### config.mk
export PLATFORM = sky130hd
export DESIGN_NAME = next_fit_chunk_allocator_unit_flat
export DESIGN_NICKNAME = d
export VERILOG_FILES = /design/src/hw/rtl/nfca_pkg.sv /design/src/hw/rtl/nfca_in_if.sv /design/src/hw/rtl/nfca_out_if.sv /design/src/hw/rtl/nfca_divider.sv /design/src/hw/rtl/next_fit_chunk_allocator_unit.sv /design/src/flat_wrapper.sv
export VERILOG_INCLUDE_DIRS = /design/src /design/src/hw/rtl
export SDC_FILE = /design/constraint.sdc
export NUM_CORES = 1
export LEC_CHECK = 0
export BUFFER_PORTS_ARGS = -buffer_cell sky130_fd_sc_hd__buf_2
export CORE_MARGIN = 1
export CORE_UTILIZATION = 55
export CTS_CLUSTER_SIZE = 8
export DETAILED_ROUTE_END_ITERATION = 16
export GPL_ROUTABILITY_DRIVEN = 0
export MAX_ROUTING_LAYER = met4
export PLACE_DENSITY = 0.77
export SETUP_SLACK_MARGIN = 0.2
export SLEW_MARGIN = 40
export SYNTH_ARGS = -nofsm -noshare
export SYNTH_HDL_FRONTEND = slang
export SYNTH_SLANG_ARGS = --single-unit
export TNS_END_PERCENT = 100
### constraint.sdc
create_clock -name clk -period 8.6 [get_ports clk]
set_clock_uncertainty 0.15 [all_clocks]
set_input_delay 0.86 -clock clk [delete_from_list [all_inputs] [get_ports clk]]
set_output_delay 0.86 -clock clk [all_outputs]
set_load 0.02 [all_outputs]
### src/hw/rtl/next_fit_chunk_allocator_unit_defines.svh
// ---------------------------------------------------------------------------
// Next-fit chunk allocator: assertion macros
// Shared concurrent assertion forms; they expand to nothing in synthesis.
// ---------------------------------------------------------------------------
`ifndef NEXT_FIT_CHUNK_ALLOCATOR_UNIT_DEFINES_SVH
`define NEXT_FIT_CHUNK_ALLOCATOR_UNIT_DEFINES_SVH

`ifndef SYNTHESIS

// Same-cycle implication, disabled while in reset
`define NFCA_ASSERT_IMPLY(lbl, clk, rst_n, ante, cons, msg) \
    lbl: assert property (@(posedge clk) disable iff (!rst_n) (ante) |-> (cons)) \
        else $error(msg);

// Next-cycle implication, disabled while in reset
`define NFCA_ASSERT_NEXT(lbl, clk, rst_n, ante, cons, msg) \
    lbl: assert property (@(posedge clk) disable iff (!rst_n) (ante) |=> (cons)) \
        else $error(msg);

`else

`define NFCA_ASSERT_IMPLY(lbl, clk, rst_n, ante, cons, msg)

`define NFCA_ASSERT_NEXT(lbl, clk, rst_n, ante, cons, msg)

`endif

`endif

### src/hw/rtl/nfca_pkg.sv
`timescale 1ns / 1ps
// ---------------------------------------------------------------------------
// nfca_pkg
// Constants, codes and shared types of the next-fit chunk allocator.
// ---------------------------------------------------------------------------
package nfca_pkg;

    // Pool limits
    localparam int MAX_CHUNKS      = 256;
    localparam int MAX_CHUNK_BYTES = 65536;

    // Field widths
    localparam int IDX_W    = $clog2(MAX_CHUNKS);
    localparam int COUNT_W  = 9;
    localparam int BYTES_W  = 17;
    localparam int OFFSET_W = 24;
    localparam int STATUS_W = 2;

    // Configuration port
    localparam int PADDR_W = 3;
    localparam int PDATA_W = 32;
    localparam logic REG_CHUNK_COUNT = 1'b0;
    localparam logic REG_CHUNK_BYTES = 1'b1;
    localparam logic [COUNT_W-1:0] CHUNK_COUNT_RESET = COUNT_W'(256);
    localparam logic [BYTES_W-1:0] CHUNK_BYTES_RESET = BYTES_W'(64);

    // Request kinds
    localparam logic KIND_ALLOC = 1'b0;
    localparam logic KIND_FREE  = 1'b1;

    // Result status codes
    localparam logic [STATUS_W-1:0] STAT_OK    = 2'd0;
    localparam logic [STATUS_W-1:0] STAT_FULL  = 2'd1;
    localparam logic [STATUS_W-1:0] STAT_RANGE = 2'd2;

    // Divider: one quotient bit per cycle
    localparam int DIV_STEPS = OFFSET_W;
    localparam int DIV_CNT_W = $clog2(DIV_STEPS);

    typedef struct packed {
        logic                start;
        logic [OFFSET_W-1:0] dividend;
        logic [BYTES_W-1:0]  divisor;
    } div_req_t;

    typedef struct packed {
        logic                done;
        logic [OFFSET_W-1:0] quotient;
    } div_rsp_t;

endpackage

### src/hw/rtl/nfca_in_if.sv
`timescale 1ns / 1ps
// ---------------------------------------------------------------------------
// nfca_in_if
// Request channel: allocate or free one chunk.
// ---------------------------------------------------------------------------
interface nfca_in_if;

    logic                          valid;
    logic                          ready;
    logic                          kind;
    logic [nfca_pkg::OFFSET_W-1:0] chunk_offset;

    modport source (output valid, output kind, output chunk_offset, input ready);
    modport sink   (input valid, input kind, input chunk_offset, output ready);

endinterface

### src/hw/rtl/nfca_out_if.sv
`timescale 1ns / 1ps
// ---------------------------------------------------------------------------
// nfca_out_if
// Response channel: status, chunk index and byte offset of one item.
// ---------------------------------------------------------------------------
interface nfca_out_if;

    logic                          valid;
    logic                          ready;
    logic [nfca_pkg::STATUS_W-1:0] status;
    logic [nfca_pkg::IDX_W-1:0]    chunk_index;
    logic [nfca_pkg::OFFSET_W-1:0] result_offset;

    modport source (output valid, output status, output chunk_index, output result_offset,
                    input ready);
    modport sink   (input valid, input status, input chunk_index, input result_offset,
                    output ready);

endinterface

### src/hw/rtl/nfca_divider.sv
`timescale 1ns / 1ps
// ---------------------------------------------------------------------------
// nfca_divider
// Restoring divider, one quotient bit per cycle, turns a byte offset into a
// chunk index. done pulses for one cycle; the quotient holds until restarted.
// ---------------------------------------------------------------------------
module nfca_divider
(
    input  logic               clk,
    input  logic               rst_n,
    input  nfca_pkg::div_req_t div_req,
    output nfca_pkg::div_rsp_t div_rsp
);

    logic                                busy_reg;
    logic                                done_reg;
    logic [nfca_pkg::DIV_CNT_W-1:0]      cnt_reg;
    logic [nfca_pkg::OFFSET_W-1:0]       quo_reg;
    logic [nfca_pkg::BYTES_W-1:0]        rem_reg;
    logic [nfca_pkg::BYTES_W-1:0]        dvs_reg;

    logic [nfca_pkg::BYTES_W:0]          shifted;
    logic                                take;
    logic [nfca_pkg::BYTES_W:0]          diff;
    logic [nfca_pkg::BYTES_W-1:0]        rem_next;

    // Trial subtract of the divisor from the shifted remainder
    always_comb
    begin
        shifted  = {rem_reg, quo_reg[nfca_pkg::OFFSET_W-1]};
        take     = (shifted >= {1'b0, dvs_reg});
        diff     = shifted - {1'b0, dvs_reg};
        rem_next = take ? diff[nfca_pkg::BYTES_W-1:0] : shifted[nfca_pkg::BYTES_W-1:0];
    end

    // Control: start, count steps, pulse done
    always_ff @(posedge clk or negedge rst_n)
    begin
        if (!rst_n)
        begin
            busy_reg <= 1'b0;
            done_reg <= 1'b0;
            cnt_reg  <= '0;
        end
        else
        begin
            done_reg <= 1'b0;
            if (div_req.start)
            begin
                busy_reg <= 1'b1;
                cnt_reg  <= '0;
            end
            else if (busy_reg)
            begin
                cnt_reg <= cnt_reg + 1'b1;
                if (cnt_reg == nfca_pkg::DIV_CNT_W'(nfca_pkg::DIV_STEPS - 1))
                begin
                    busy_reg <= 1'b0;
                    done_reg <= 1'b1;
                end
            end
        end
    end

    // Datapath: shift quotient bits in where dividend bits leave
    always_ff @(posedge clk)
    begin
        if (div_req.start)
        begin
            quo_reg <= div_req.dividend;
            rem_reg <= '0;
            dvs_reg <= div_req.divisor;
        end
        else if (busy_reg)
        begin
            quo_reg <= {quo_reg[nfca_pkg::OFFSET_W-2:0], take};
            rem_reg <= rem_next;
        end
    end

    assign div_rsp.done     = done_reg;
    assign div_rsp.quotient = quo_reg;

endmodule

### src/hw/rtl/next_fit_chunk_allocator_unit.sv
`timescale 1ns / 1ps
// ---------------------------------------------------------------------------
// next_fit_chunk_allocator_unit
// Fixed-size chunk pool allocator with a next-fit search over a mark memory.
// ---------------------------------------------------------------------------
// After reset the block sweeps the 256-entry mark memory clear, one entry a
// cycle, and takes no request until the sweep is done (register writes are
// taken throughout). One request is worked at a time. An allocate reads one
// mark a cycle from the search pointer onward through the single read port of
// the mark memory. A free runs the offset through a one-bit-a-cycle divider.
// A finished response waits in an output register, so the next request is
// taken while it is still pending. Registers: chunk_count at byte address 0,
// chunk_bytes at byte address 4.
// ---------------------------------------------------------------------------
`include "next_fit_chunk_allocator_unit_defines.svh"

module next_fit_chunk_allocator_unit
(
    input  logic                         clk,
    input  logic                         rst_n,
    nfca_in_if.sink                      req,
    nfca_out_if.source                   rsp,
    input  logic                         psel,
    input  logic                         penable,
    input  logic                         pwrite,
    input  logic [nfca_pkg::PADDR_W-1:0] paddr,
    input  logic [nfca_pkg::PDATA_W-1:0] pwdata,
    output logic [nfca_pkg::PDATA_W-1:0] prdata,
    output logic                         pready
);

    localparam int IDX_W    = nfca_pkg::IDX_W;
    localparam int COUNT_W  = nfca_pkg::COUNT_W;
    localparam int BYTES_W  = nfca_pkg::BYTES_W;
    localparam int OFFSET_W = nfca_pkg::OFFSET_W;
    localparam int STATUS_W = nfca_pkg::STATUS_W;

    // Controller states
    localparam logic [2:0] S_CLEAR  = 3'd0;
    localparam logic [2:0] S_IDLE   = 3'd1;
    localparam logic [2:0] S_SCAN   = 3'd2;
    localparam logic [2:0] S_DIV    = 3'd3;
    localparam logic [2:0] S_RESULT = 3'd4;

    // Configuration
    logic [COUNT_W-1:0]  chunk_count_reg;
    logic [BYTES_W-1:0]  chunk_bytes_reg;
    logic [COUNT_W-1:0]  eff_count;
    logic [BYTES_W-1:0]  eff_bytes;
    logic                cfg_write;

    // Mark memory
    logic                marks_mem [nfca_pkg::MAX_CHUNKS];
    logic                mark_rdata_reg;
    logic [IDX_W-1:0]    mark_raddr;
    logic                mark_we;
    logic [IDX_W-1:0]    mark_waddr;
    logic                mark_wdata;

    // Control
    logic [2:0]          state_reg;
    logic [2:0]          state_next;
    logic [IDX_W-1:0]    clr_addr_reg;
    logic [IDX_W-1:0]    ptr_reg;
    logic [IDX_W-1:0]    ptr_next;
    logic [IDX_W-1:0]    issue_addr_reg;
    logic [IDX_W-1:0]    issue_addr_next;
    logic [COUNT_W-1:0]  issue_left_reg;
    logic [COUNT_W-1:0]  issue_left_next;
    logic                pend_valid_reg;
    logic                pend_valid_next;
    logic [IDX_W-1:0]    pend_addr_reg;
    logic [IDX_W-1:0]    pend_addr_next;

    // Pending result
    logic [STATUS_W-1:0] res_status_reg;
    logic [STATUS_W-1:0] res_status_next;
    logic [IDX_W-1:0]    res_idx_reg;
    logic [IDX_W-1:0]    res_idx_next;
    logic                res_alloc_reg;
    logic                res_alloc_next;

    // Output register
    logic                out_valid_reg;
    logic                out_valid_next;
    logic [STATUS_W-1:0] out_status_reg;
    logic [IDX_W-1:0]    out_idx_reg;
    logic [OFFSET_W-1:0] out_offset_reg;
    logic                out_load;
    logic [IDX_W+BYTES_W-1:0] offset_prod;

    // Handshakes and scan decisions
    logic                req_fire;
    logic                scan_issue;
    logic                scan_found;
    logic [IDX_W-1:0]    start_addr;

    // Divider link
    nfca_pkg::div_req_t  div_req;
    nfca_pkg::div_rsp_t  div_rsp;

    // Step a chunk index forward, wrapping at the effective count
    function automatic logic [IDX_W-1:0] wrap_next(input logic [IDX_W-1:0] a,
                                                   input logic [COUNT_W-1:0] cnt);
        logic [COUNT_W-1:0] inc;
        inc = {1'b0, a} + 1'b1;
        return (inc >= cnt) ? '0 : inc[IDX_W-1:0];
    endfunction

    // Clamp register values into their working ranges
    always_comb
    begin
        if (chunk_count_reg > COUNT_W'(nfca_pkg::MAX_CHUNKS))
            eff_count = COUNT_W'(nfca_pkg::MAX_CHUNKS);
        else
            eff_count = chunk_count_reg;
        if (chunk_bytes_reg == '0)
            eff_bytes = BYTES_W'(1);
        else if (chunk_bytes_reg > BYTES_W'(nfca_pkg::MAX_CHUNK_BYTES))
            eff_bytes = BYTES_W'(nfca_pkg::MAX_CHUNK_BYTES);
        else
            eff_bytes = chunk_bytes_reg;
    end

    // Register port: write on the access phase, read back raw values
    assign cfg_write = psel && penable && pwrite;
    assign pready    = 1'b1;
    assign prdata    = (paddr[2] == nfca_pkg::REG_CHUNK_BYTES)
                       ? {{(nfca_pkg::PDATA_W-BYTES_W){1'b0}}, chunk_bytes_reg}
                       : {{(nfca_pkg::PDATA_W-COUNT_W){1'b0}}, chunk_count_reg};

    always_ff @(posedge clk or negedge rst_n)
    begin
        if (!rst_n)
        begin
            chunk_count_reg <= nfca_pkg::CHUNK_COUNT_RESET;
            chunk_bytes_reg <= nfca_pkg::CHUNK_BYTES_RESET;
        end
        else if (cfg_write)
        begin
            if (paddr[2] == nfca_pkg::REG_CHUNK_COUNT)
                chunk_count_reg <= pwdata[COUNT_W-1:0];
            else
                chunk_bytes_reg <= pwdata[BYTES_W-1:0];
        end
    end

    // Mark memory: one write port, one registered read port
    always_ff @(posedge clk)
    begin
        if (mark_we)
            marks_mem[mark_waddr] <= mark_wdata;
        mark_rdata_reg <= marks_mem[mark_raddr];
    end

    assign mark_raddr = issue_addr_reg;

    // Divider for free requests
    assign div_req.start    = req_fire && (req.kind == nfca_pkg::KIND_FREE);
    assign div_req.dividend = req.chunk_offset;
    assign div_req.divisor  = eff_bytes;

    nfca_divider u_div
    (
        .clk     (clk),
        .rst_n   (rst_n),
        .div_req (div_req),
        .div_rsp (div_rsp)
    );

    assign req.ready = (state_reg == S_IDLE);
    assign req_fire  = req.valid && req.ready;

    assign start_addr = ({1'b0, ptr_reg} >= eff_count) ? '0 : ptr_reg;
    assign scan_issue = (issue_left_reg != '0);
    assign scan_found = pend_valid_reg && !mark_rdata_reg;

    // Sequencer: clear sweep, mark scan, divide, respond
    always_comb
    begin
        state_next      = state_reg;
        ptr_next        = ptr_reg;
        issue_addr_next = issue_addr_reg;
        issue_left_next = issue_left_reg;
        pend_valid_next = pend_valid_reg;
        pend_addr_next  = pend_addr_reg;
        res_status_next = res_status_reg;
        res_idx_next    = res_idx_reg;
        res_alloc_next  = res_alloc_reg;
        mark_we         = 1'b0;
        mark_waddr      = clr_addr_reg;
        mark_wdata      = 1'b0;
        out_load        = 1'b0;
        case (state_reg)
            S_CLEAR:
            begin
                mark_we = 1'b1;
                if (clr_addr_reg == '1)
                    state_next = S_IDLE;
            end
            S_IDLE:
            begin
                if (req_fire)
                begin
                    if (req.kind == nfca_pkg::KIND_ALLOC)
                    begin
                        issue_addr_next = start_addr;
                        issue_left_next = eff_count;
                        pend_valid_next = 1'b0;
                        state_next      = S_SCAN;
                    end
                    else
                    begin
                        state_next = S_DIV;
                    end
                end
            end
            S_SCAN:
            begin
                if (scan_found)
                begin
                    // Claim the free chunk and move the pointer past it
                    mark_we         = 1'b1;
                    mark_waddr      = pend_addr_reg;
                    mark_wdata      = 1'b1;
                    ptr_next        = wrap_next(pend_addr_reg, eff_count);
                    res_status_next = nfca_pkg::STAT_OK;
                    res_idx_next    = pend_addr_reg;
                    res_alloc_next  = 1'b1;
                    state_next      = S_RESULT;
                end
                else if (!scan_issue)
                begin
                    res_status_next = nfca_pkg::STAT_FULL;
                    res_idx_next    = '0;
                    res_alloc_next  = 1'b0;
                    state_next      = S_RESULT;
                end
                else
                begin
                    issue_addr_next = wrap_next(issue_addr_reg, eff_count);
                    issue_left_next = issue_left_reg - 1'b1;
                    pend_valid_next = 1'b1;
                    pend_addr_next  = issue_addr_reg;
                end
            end
            S_DIV:
            begin
                if (div_rsp.done)
                begin
                    res_alloc_next = 1'b0;
                    if (div_rsp.quotient >= {{(OFFSET_W-COUNT_W){1'b0}}, eff_count})
                    begin
                        res_status_next = nfca_pkg::STAT_RANGE;
                        res_idx_next    = '0;
                    end
                    else
                    begin
                        // Release the chunk
                        mark_we         = 1'b1;
                        mark_waddr      = div_rsp.quotient[IDX_W-1:0];
                        mark_wdata      = 1'b0;
                        res_status_next = nfca_pkg::STAT_OK;
                        res_idx_next    = div_rsp.quotient[IDX_W-1:0];
                    end
                    state_next = S_RESULT;
                end
            end
            S_RESULT:
            begin
                if (!out_valid_reg || rsp.ready)
                begin
                    out_load   = 1'b1;
                    state_next = S_IDLE;
                end
            end
            default:
            begin
                state_next = S_IDLE;
            end
        endcase
    end

    // Control registers
    always_ff @(posedge clk or negedge rst_n)
    begin
        if (!rst_n)
        begin
            state_reg      <= S_CLEAR;
            clr_addr_reg   <= '0;
            ptr_reg        <= '0;
            issue_left_reg <= '0;
            pend_valid_reg <= 1'b0;
            out_valid_reg  <= 1'b0;
        end
        else
        begin
            state_reg      <= state_next;
            ptr_reg        <= ptr_next;
            issue_left_reg <= issue_left_next;
            pend_valid_reg <= pend_valid_next;
            out_valid_reg  <= out_valid_next;
            if (state_reg == S_CLEAR)
                clr_addr_reg <= clr_addr_reg + 1'b1;
        end
    end

    // Payload registers
    always_ff @(posedge clk)
    begin
        issue_addr_reg <= issue_addr_next;
        pend_addr_reg  <= pend_addr_next;
        res_status_reg <= res_status_next;
        res_idx_reg    <= res_idx_next;
        res_alloc_reg  <= res_alloc_next;
        if (out_load)
        begin
            out_status_reg <= res_status_reg;
            out_idx_reg    <= res_idx_reg;
            out_offset_reg <= res_alloc_reg ? offset_prod[OFFSET_W-1:0] : '0;
        end
    end

    // Byte offset of an allocated chunk
    assign offset_prod = {{BYTES_W{1'b0}}, res_idx_reg} * {{IDX_W{1'b0}}, eff_bytes};

    // Hold the response until taken
    assign out_valid_next = out_load || (out_valid_reg && !rsp.ready);

    assign rsp.valid         = out_valid_reg;
    assign rsp.status        = out_status_reg;
    assign rsp.chunk_index   = out_idx_reg;
    assign rsp.result_offset = out_offset_reg;

    `NFCA_ASSERT_NEXT(a_one_at_a_time, clk, rst_n,
        req_fire, !req.ready, "request taken while busy")
    `NFCA_ASSERT_IMPLY(a_scan_bounded, clk, rst_n,
        state_reg == S_SCAN, issue_left_reg <= eff_count, "scan longer than pool")
    `NFCA_ASSERT_IMPLY(a_ptr_in_pool, clk, rst_n,
        (state_reg == S_RESULT) && res_alloc_reg,
        ({1'b0, ptr_reg} < eff_count) || (ptr_reg == '0), "pointer past pool")
    `NFCA_ASSERT_IMPLY(a_ok_in_pool, clk, rst_n,
        (state_reg == S_RESULT) && (res_status_reg == nfca_pkg::STAT_OK),
        {1'b0, res_idx_reg} < eff_count, "index past pool")
    `NFCA_ASSERT_IMPLY(a_alloc_ok, clk, rst_n,
        res_alloc_reg && (state_reg == S_RESULT),
        res_status_reg == nfca_pkg::STAT_OK, "offset on failed item")

endmodule

### src/flat_wrapper.sv
// flat-port wrapper written by rule: the top's interface ports become plain ports
module next_fit_chunk_allocator_unit_flat 
  (clk, rst_n, psel, penable, pwrite, paddr, pwdata, prdata, pready, req_valid, req_kind, req_chunk_offset, req_ready, rsp_valid, rsp_status, rsp_chunk_index, rsp_result_offset, rsp_ready);
  nfca_in_if req_i ();
  nfca_out_if rsp_i ();
  input  logic clk;
  input  logic rst_n;
  input  logic psel;
  input  logic penable;
  input  logic pwrite;
  input  logic [nfca_pkg::PADDR_W-1:0] paddr;
  input  logic [nfca_pkg::PDATA_W-1:0] pwdata;
  output logic [nfca_pkg::PDATA_W-1:0] prdata;
  output logic pready;
  input wire logic [$bits(req_i.valid)-1:0] req_valid;
  input wire logic [$bits(req_i.kind)-1:0] req_kind;
  input wire logic [$bits(req_i.chunk_offset)-1:0] req_chunk_offset;
  output wire logic [$bits(req_i.ready)-1:0] req_ready;
  output wire logic [$bits(rsp_i.valid)-1:0] rsp_valid;
  output wire logic [$bits(rsp_i.status)-1:0] rsp_status;
  output wire logic [$bits(rsp_i.chunk_index)-1:0] rsp_chunk_index;
  output wire logic [$bits(rsp_i.result_offset)-1:0] rsp_result_offset;
  input wire logic [$bits(rsp_i.ready)-1:0] rsp_ready;
  assign req_i.valid = req_valid;
  assign req_i.kind = req_kind;
  assign req_i.chunk_offset = req_chunk_offset;
  assign req_ready = req_i.ready;
  assign rsp_valid = rsp_i.valid;
  assign rsp_status = rsp_i.status;
  assign rsp_chunk_index = rsp_i.chunk_index;
  assign rsp_result_offset = rsp_i.result_offset;
  assign rsp_i.ready = rsp_ready;
  next_fit_chunk_allocator_unit u_core (.clk(clk), .rst_n(rst_n), .req(req_i), .rsp(rsp_i), .psel(psel), .penable(penable), .pwrite(pwrite), .paddr(paddr), .pwdata(pwdata), .prdata(prdata), .pready(pready));
endmodule
==> reports/metrics.csv <==
stage,metric,value,unit
floorplan,die_w,216.6,um
global_routing,grt_overflow,0,
worst_setup_path,critPathMostFrequentCell,fa_1,
cells_and_area,n_antenna_cell,0,
power,power.leakage,10.86,nW
global_routing,grt_max_degree,145,
placed_design,dpl.hpwl,39.08,mm
worst_setup_path,reg2reg_to,u_core.rsp.result_offset[23],
floorplan,core,45380,sq um
cts,cts-root-buf,clkbuf_16,
placed_design,portBuffers,102,
sta,maxSlewHeadroom,40.77,%
detailed_routing,first_pass_iters,6,
placed_design,dpl.cell_count,2776,
run_status,status,completed,
detailed_routing,postRouteAntennaNets,0,
sta,timing.fmax,133.8,MHz
worst_setup_path,critPathArrivalTime,7700,ps
cells_and_area,final_cells,2875,
detailed_routing,drt_iter0_markers,1834,
synth,yosys.area_share.simple,14.65,%
sta,final_max_slew_viol_count,0,
cts,cts.clk_slew.worst_paths,50,ps
power,peakVddDrop,0.2308,mV
cells_and_area,drive_above_1_share,15.52,%
worst_setup_path,critical_path_class,flop to flop,
cts,insertion_delay,630,ps
synth,synth_xor_area_share,1.522,%
synth,synth_compound_area_share,7.777,%
synth,synth.distinct_cells,84,
cts,clk_path_buf_depth,3,
synth,synth_top_family_by_area,simple AND/OR/NAND/NOR gates,
synth,syn_inst,2169,
detailed_routing,avgRoutedWirePerCell,20.97,um
worst_setup_path,path_cells,nor4_1 > nand4_1 > and2_0 > nor2b_1 > and2_1 > fa_1 > fa_1 > fa_1 > inv_1 > fa_1 > inv_1 > ha_1 > a21o_1 > o21bai_1 > a221o_1 > a2111oi_1 > o21ai_0 > a31oi_1 > a21oi_1 > mux2_2,
worst_setup_path,r2r_slack,1130,ps
synth,synth-seq-cells,439,
sta,setup_tns,0,ps
sta,setup_slack,1126,ps
placed_design,pre_cts_ws,980.0,ps
synth,synth_edf_count,358,
power,power_density,362.5,nW/um^2
floorplan,start_util,55.80,%
cells_and_area,nFillCells,3435,
synth,synthTopCellsByArea,"edfxtp_1 (42%), fa_1 (7.1%), mux4_2 (6.7%), dfrtp_1 (6.0%), nor2_1 (5.1%)",
floorplan,ios,136,
global_routing,antenna_found_initial,0,
sta,final_hold_viol_count,0,
cells_and_area,fin_nets,2496,
sta,tightest_slew,886.3,ps
sta,finalSetupViolCount,0,
detailed_routing,drt_wl_total,60.29,mm
synth,yosysTopAreaCellShare,42.45,%
floorplan,dieArea,46910,sq um
global_routing,grt_pass1_wl,95.77,mm
synth,synth_area,25320,sq um
cts,cts_tree,built,
placed_design,placed_area,26260,sq um
worst_setup_path,crit_required,8820,ps
detailed_routing,drcViolationCount,0,
global_routing,gr-usage-all-layers,27.15,%
floorplan,rows,78,
cts,ctsResizeCount,0,
run,maxCapViolCount,0,
worst_setup_path,crit_path_start_kind,flop,
synth,async_flop_share,14.35,%
cts,h-tree-depth,2,
synth,yosysMostFrequentCell,edfxtp_1,
worst_setup_path,cp_slowest_stage_delay,600,ps
synth,avgSynthCellArea,11.68,sq um
synth,synth_seq_area_share,50.11,%
worst_setup_path,cp_slowest_cell,nor2b_1,
sta,fin_crit_sh,86.90,%
cts,numCtsBuffers,61,
sta,rsz0062_at_grt,no,
power,finalPower,10.17,mW
synth,synth.area.mux_share,9.308,%
synth,yosysTopAreaCell,edfxtp_1,
cts,clkSinkCount,439,
cells_and_area,design_area,28050,sq um
worst_setup_path,reg2reg_from,u_core.chunk_bytes_reg[12],
detailed_routing,vias_per_cell,6.042,
min_path,hold_class,input port to asynchronous set/reset pin,
cells_and_area,largest_reg_flops,256,
cts,hold_buffers,0,
sta,fin_crit,7474,ps
floorplan,die_y,216.6,um
worst_setup_path,crit_fanout,9,
global_routing,grt_pass1_vias,17690,
synth,synthAdderAreaFrac,12.06,%
worst_setup_path,r2r_cells,20,
cells_and_area,final_core_util,61.82,%
cts,postCtsSetupRepairBufs,0,
synth,ys_warn_count,0,
sta,hold_slack,114.4,ps
cells_and_area,syn2layout_area_growth,10.78,%
synth,synth_top_cells_by_count,"edfxtp_1 (358), nor2_1 (344), nand2_1 (159)",
detailed_routing,vias,17370,
worst_setup_path,end_kind,flop,
synth,synth_flop_cell,edfxtp_1,
-- worst max path at each step --
stage	startpoint	end	slack [ps]	cells after the start
finish	u_core.chunk_bytes_reg[12]	u_core.rsp.result_offset[23]	1130	20
global route	u_core.chunk_bytes_reg[13]	u_core.rsp.result_offset[23]	620	19
CTS	u_core.chunk_bytes_reg[13]	u_core.rsp.result_offset[23]	950	20
detailed placement	u_core.chunk_bytes_reg[13]	u_core.rsp.result_offset[23]	980	20
global placement	u_core.chunk_bytes_reg[13]	u_core.rsp.result_offset[23]	1220	19
floorplan	u_core.chunk_bytes_reg[13]	u_core.rsp.result_offset[23]	2320	22
-- layout make-up --
| class | count | area (sq um) | area share [%] |
|---|---|---|---|
| clock buffers | 94 | 1660 | 5.919 |
| flip-flops and latches | 439 | 12690 | 45.23 |
| well taps | 600 | 750.7 | 2.676 |
| multi-input cells | 1467 | 11590 | 41.31 |
| clock inverters | 5 | 123.9 | 0.4416 |
| repair buffers | 121 | 675.6 | 2.408 |
| inverters | 149 | 564.3 | 2.012 |
-- cells by family after synthesis --
kind of cell,Yosys count
buf+inv,277
fa+ha+maj,190
xor+xnor,44
simple gates,798
compound gates,282
other cells,2
mux,137
flops,439
-- placed cells by master (no fill, tap or decap), types with 10 or more instances in the layout --
| cell type | instances |
|---|---|
| a21o_1 | 19 |
| nand2_2 | 14 |
| nor3_1 | 26 |
| dfrtp_1 | 61 |
| nor2_1 | 343 |
| dfxtp_1 | 18 |
| and3_1 | 10 |
| nand2b_1 | 13 |
| fa_1 | 90 |
| xnor2_1 | 27 |
| inv_1 | 147 |
| o21a_1 | 11 |
| edfxtp_1 | 358 |
| buf_4 | 16 |
| clkbuf_1 | 32 |
| clkbuf_16 | 61 |
| a21oi_1 | 52 |
| nor2b_1 | 29 |
| mux4_2 | 75 |
| mux2_2 | 38 |
| o21ai_0 | 73 |
| a211oi_1 | 13 |
| xor2_1 | 17 |
| buf_2 | 102 |
| ha_1 | 100 |
| a22o_1 | 13 |
| nand3_1 | 28 |
| nand2_1 | 152 |
| and2_1 | 131 |
| conb_1 | 16 |
| mux2i_1 | 24 |
-- layer usage --
metal / vias to the layer above / wire, um / track usage, %
li1: 7741 / - / -
met1: 8642 / 23090 / 33.33
met2: 796 / 29800 / 44.37
met3: 191 / 4558 / 4.449
met4: 0 / 2839 / 12.16
met5: - / 0 / -
-- critical path, delay by kind of cell, from the launching register on --
| kind | cells | cell delay, ps |
|---|---|---|
| AOI/OAI and AO/OA | 7 | 1940 |
| adders and majority gates | 5 | 2360 |
| buffers and inverters | 2 | 100 |
| DFF | 1 | 410 |
| muxes | 1 | 270 |
| and+or+nand+nor | 5 | 2010 |
-- power breakdown --
part           internal (mW)  switching (mW)
clock                   1.34           0.903
combinational           1.88            2.87
sequential              2.81           0.360
total                   6.03            4.14
Power figures use the tool's default switching activity.
